$ cat config.mk
export PLATFORM = sky130hd
export DESIGN_NAME = tcw_out
export DESIGN_NICKNAME = d
export VERILOG_FILES = /design/src/hw/rtl/tcw_pkg.sv /design/src/hw/rtl/tcw_out.sv
export SDC_FILE = /design/constraint.sdc
export NUM_CORES = 1
export LEC_CHECK = 0
export BUFFER_PORTS_ARGS = -buffer_cell sky130_fd_sc_hd__buf_4
export CAP_MARGIN = 10
export CORE_MARGIN = 2
export CORE_UTILIZATION = 27
export DETAILED_ROUTE_END_ITERATION = 8
export PLACE_DENSITY = 0.61
export SYNTH_ARGS = -nofsm -noshare
export SYNTH_HDL_FRONTEND = slang
export SYNTH_SLANG_ARGS = --single-unit
export TNS_END_PERCENT = 20
$ cat constraint.sdc
create_clock -name i_clk -period 1.5 [get_ports i_clk]
set_input_delay 0.15 -clock i_clk [delete_from_list [all_inputs] [get_ports i_clk]]
set_output_delay 0.15 -clock i_clk [all_outputs]
set_load 0.02 [all_outputs]
$ cat src/hw/rtl/tcw_pkg.sv
package tcw_pkg;

    // Fixed field widths of the request and result items, and of a RAM cell.
    localparam int ROW_W  = 5;
    localparam int COL_W  = 7;
    localparam int BYTE_W = 8;
    localparam int CELL_W = 16;

    // Command codes.
    localparam logic [1:0] CMD_PRINT = 2'd0;
    localparam logic [1:0] CMD_BACK  = 2'd1;
    localparam logic [1:0] CMD_CLEAR = 2'd2;
    localparam logic [1:0] CMD_READ  = 2'd3;

    // Special characters.
    localparam logic [7:0] CH_NEWLINE = 8'h0A;
    localparam logic [7:0] CH_ERASE   = 8'h08;
    localparam logic [7:0] CH_ERRMARK = 8'h45;
    localparam logic [7:0] CH_SPACE   = 8'h20;

    // Configuration register indexes.
    localparam logic CFG_DEFAULT_ATTR = 1'b0;
    localparam logic CFG_ERROR_ATTR   = 1'b1;

    // One result item.
    typedef struct packed {
        logic [ROW_W-1:0]  cursor_row;
        logic [COL_W-1:0]  cursor_col;
        logic              position_error;
        logic [BYTE_W-1:0] cell_char;
        logic [BYTE_W-1:0] cell_attr;
    } t_res;

endpackage

$ cat src/hw/rtl/tcw_out.sv
module tcw_out
    import tcw_pkg::*;
(
    input  logic        i_clk,
    input  logic        i_rst_n,
    input  logic        i_load,
    input  t_res        i_res,
    output logic        o_free,
    input  logic        i_m_tready,
    output logic        o_m_tvalid,
    output logic [31:0] o_m_tdata,
    output logic        o_m_tuser
);

    logic r_valid;
    t_res r_res;

    assign o_free = !r_valid || i_m_tready;

    always_ff @(posedge i_clk) begin
        if (!i_rst_n) begin
            r_valid <= 1'b0;
        end else if (i_load) begin
            r_valid <= 1'b1;
        end else if (i_m_tready) begin
            r_valid <= 1'b0;
        end
    end

    always_ff @(posedge i_clk) begin
        if (i_load) begin
            r_res <= i_res;
        end
    end

    assign o_m_tvalid = r_valid;
    assign o_m_tdata  = {4'd0, r_res.cell_attr, r_res.cell_char,
                         r_res.cursor_col, r_res.cursor_row};
    assign o_m_tuser  = r_res.position_error;

endmodule

==> impl_metrics.prom <==
# TYPE chip_impl_metric gauge
chip_impl_metric{name="timing.fmax",unit="MHz"} 921
chip_impl_metric{name="placed_cell_area",unit="um2"} 1470
chip_impl_metric{name="antenna_found_initial",unit=""} 0
chip_impl_metric{name="die_height",unit="um"} 63.4
chip_impl_metric{name="vias_per_instance",unit=""} 3.77
chip_impl_metric{name="cp_data_arrival_time",unit="ns"} 0.94
chip_impl_metric{name="post_cts.resized_instances",unit=""} 0
chip_impl_metric{name="detail_route.first_pass.iterations",unit=""} 4
chip_impl_metric{name="holdPathStages",unit=""} 2
chip_impl_metric{name="antenna_violating_nets_post_route",unit=""} 0
chip_impl_metric{name="routedWlPerCell",unit="um"} 11.4
chip_impl_metric{name="share_comb_of_total_power",unit=""} 0.183
chip_impl_metric{name="port-buffer-count",unit=""} 63
chip_impl_metric{name="grt_pass1_vias",unit=""} 760
chip_impl_info{name="setup.worst_path.class",value="reg -> out"} 1
chip_impl_metric{name="floorplan.die_area",unit="um2"} 4020
chip_impl_metric{name="groute.layer.met1.usage",unit=""} 0.0950
chip_impl_metric{name="detailedRoute.firstIterationViolations",unit=""} 7
chip_impl_metric{name="peak_fanout_along_the_critical_path",unit=""} 2
chip_impl_metric{name="gp_congestion",unit=""} 0.625
chip_impl_metric{name="drive_above_1_share",unit=""} 0.526
chip_impl_metric{name="final.fill_count",unit=""} 301
chip_impl_metric{name="drt-total-wl",unit="um"} 2080
chip_impl_metric{name="stdcell_count",unit=""} 183
chip_impl_info{name="start_kind",value="register"} 1
chip_impl_metric{name="grt_first_pass_wirelength",unit="um"} 3220
chip_impl_metric{name="globalRouteMet3Util",unit=""} 0.0768
chip_impl_metric{name="final_hold_slack",unit="ns"} 0.0564
chip_impl_info{name="final_common_cell",value="sky130_fd_sc_hd__buf_4"} 1
chip_impl_metric{name="tritoncts_buffers",unit=""} 5
chip_impl_metric{name="via_count",unit=""} 689
chip_impl_metric{name="clock_tree.buffer_depth",unit=""} 2
chip_impl_info{name="cts_tree",value="yes"} 1
chip_impl_info{name="status",value="finished clean"} 1
chip_impl_metric{name="flops_latches_synth",unit=""} 30
chip_impl_metric{name="synthToLayoutAreaGrowth",unit="%"} 90.4
chip_impl_metric{name="cp.required",unit="ns"} 1.35
chip_impl_metric{name="antenna-diode-count",unit=""} 0
chip_impl_metric{name="power_per_cell_area",unit="nW/um2"} 1010
chip_impl_metric{name="syn_avg_cell_area",unit="um2"} 25.1
chip_impl_metric{name="reg2regPathDepth",unit=""} 2
chip_impl_metric{name="drc",unit=""} 0
chip_impl_info{name="rsz0062_at_grt",value="false"} 1
chip_impl_metric{name="power.switching",unit="mW"} 0.429
chip_impl_metric{name="multiInputGateArea",unit="um2"} 40.0
chip_impl_info{name="ctsRootBufferMaster",value="sky130_fd_sc_hd__clkbuf_4"} 1
chip_impl_metric{name="finalInstanceArea",unit="um2"} 1820
chip_impl_metric{name="finalWorstPathRequiredPeriod",unit="ns"} 1.09
chip_impl_metric{name="timing.final.setup_violations",unit=""} 0
chip_impl_metric{name="floorplan.die.width",unit="um"} 63.4
chip_impl_metric{name="setup-tns-final",unit="ns"} 0
chip_impl_metric{name="fin_util",unit=""} 0.540
chip_impl_metric{name="slew_viol_final",unit=""} 0
chip_impl_metric{name="synth_fa_ha_area_frac",unit=""} 0
chip_impl_metric{name="clock_latency",unit="ns"} 0.32
chip_impl_metric{name="p_leak",unit="nW"} 0.780
chip_impl_metric{name="post_synth_inst_count",unit=""} 38
chip_impl_metric{name="synth_xor_area_frac",unit=""} 0
chip_impl_metric{name="nNetsFinal",unit=""} 169
chip_impl_metric{name="vdd_ir_drop_max",unit="mV"} 0.552
chip_impl_metric{name="row_count",unit=""} 21
chip_impl_metric{name="synthDistinctLibCells",unit=""} 7
chip_impl_metric{name="proportion_of_synthesized_area_in_mux_cells",unit=""} 0
chip_impl_metric{name="top_level_ports",unit=""} 68
chip_impl_info{name="hold_path_class",value="in -> reg"} 1
chip_impl_metric{name="synth_warnings",unit=""} 0
chip_impl_metric{name="clk_pin_slew",unit="ns"} 0.09
chip_impl_metric{name="maxCapViolCount",unit=""} 0
chip_impl_metric{name="numPlacedInstances",unit=""} 146
chip_impl_info{name="synth_top_family_by_area",value="buffers and inverters"} 1
chip_impl_info{name="grt-busiest-layer",value="met2"} 1
chip_impl_metric{name="timing_hold_violations_final",unit=""} 0
chip_impl_metric{name="initial_core_util",unit=""} 0.283
chip_impl_metric{name="share_seq_of_total_power",unit=""} 0.552
chip_impl_metric{name="groute.layer.met2.usage",unit=""} 0.199
chip_impl_metric{name="worst_clock_skew",unit="ns"} 0
chip_impl_metric{name="cts.sink_count",unit=""} 30
chip_impl_metric{name="power_switching_share",unit=""} 0.235
chip_impl_metric{name="netlist_area",unit="um2"} 953
chip_impl_metric{name="power_report.internal_total",unit="mW"} 1.40
chip_impl_metric{name="seq_area_frac_synth",unit=""} 0.934
chip_impl_metric{name="p_clk_frac",unit=""} 0.264
chip_impl_metric{name="grt_max_degree",unit=""} 31
chip_impl_metric{name="grt_remaining_overflow",unit=""} 0
chip_impl_metric{name="ctsHtreeMaxLevel",unit=""} 2
chip_impl_info{name="critical_path.endpoint_type",value="output port"} 1
chip_impl_metric{name="timing.final.crit_share",unit=""} 0.723
chip_impl_info{name="most-common-layout-cells",value="sky130_fd_sc_hd__buf_4 (63), sky130_fd_sc_hd__dlygate4sd3_1 (29), sky130_fd_sc_hd__edfxtp_1 (29)"} 1
chip_impl_metric{name="placeableCoreArea",unit="um2"} 3360
chip_impl_metric{name="gr-usage-all-layers",unit=""} 0.111
chip_impl_metric{name="synth-simple-area-share",unit=""} 0.0144
chip_impl_metric{name="sequential_cell_area",unit="um2"} 891
chip_impl_metric{name="synth-compound-area-share",unit=""} 0.0118
## registers in the layout, summed over array words and instances (netlist names)
signal	flops
o_m_tuser	1
o_m_tdata	28
o_m_tvalid	1
## routing by layer
layer  share of wire  vias up
li1                -      332
met1            0.32      306
met2            0.53       48
met3            0.13        3
met4           0.013        0
met5               0        -
## power by group through the flow
| stage | Clock, mW | Combinational, mW | Sequential, mW |
|---|---|---|---|
| after global routing | 0.547 | 0.354 | 1.02 |
| after floorplan | 0 | 0.0236 | 1.11 |
| after CTS | 0.504 | 0.336 | 1.01 |
| final | 0.483 | 0.335 | 1.01 |
| after detailed placement | 0 | 0.277 | 1.03 |
| after global placement | 0 | 0.274 | 1.03 |
## per-stage QoR
step / setup slack [ns] / power (mW)
detailed placement: 0.655 / 1.31
finish: 0.415 / 1.83
CTS: 0.402 / 1.85
global route: 0.353 / 1.92
global placement: 0.683 / 1.30
floorplan: 0.726 / 1.14
## critical path, cell delays in order, from the launching register on
cell	delay, ns
sky130_fd_sc_hd__dfxtp_1	0.39
sky130_fd_sc_hd__nand2b_4	0.07
sky130_fd_sc_hd__buf_4	0.15
## cell type report
class / instances / share of cell area
Sequential cell: 30 / 0.491
Timing Repair Buffer: 92 / 0.420
Tap cell: 46 / 0.0317
Clock buffer: 7 / 0.0303
Multi-Input combinational cell: 6 / 0.0221
Clock inverter: 1 / 0.00276
Inverter: 1 / 0.00207
## logic make-up (layout without fill, tap and decap cells)
family                 after synthesis  after routing
AO/OA/AOI/OAI                        1              1
buffers and inverters                5            101
other                                1              4
AND/OR/NAND/NOR                      1              1
flip-flops                          30             30
## path summary, 6_finish.rpt
kind                                              start                 endpoint  slack [ns]
worst min register to register  o_m_tvalid$_SDFFE_PN0P_  o_m_tvalid$_SDFFE_PN0P_        0.51
worst min-delay path                            i_rst_n  o_m_tvalid$_SDFFE_PN0P_        0.06
worst max-delay path            o_m_tvalid$_SDFFE_PN0P_                   o_free        0.41
worst max register to register  o_m_tvalid$_SDFFE_PN0P_  o_m_tvalid$_SDFFE_PN0P_        0.87
## synthesized netlist by cell type
cell / count / area share
sky130_fd_sc_hd__conb_1: 1 / 0.0039
sky130_fd_sc_hd__dfxtp_1: 1 / 0.021
sky130_fd_sc_hd__nand2b_4: 1 / 0.014
sky130_fd_sc_hd__edfxtp_1: 29 / 0.91
sky130_fd_sc_hd__a21boi_2: 1 / 0.012
sky130_fd_sc_hd__inv_1: 1 / 0.0039
sky130_fd_sc_hd__buf_4: 4 / 0.031
## what timing repair did
| action | in CTS | in global routing |
|---|---|---|
| setup buffers | 0 | 0 |
| endpoints found under the hold margin | 29 | 0 |
| hold buffers | 29 | 0 |
| setup endpoints to repair | 0 | 0 |
(Power assumes the default switching activity.)
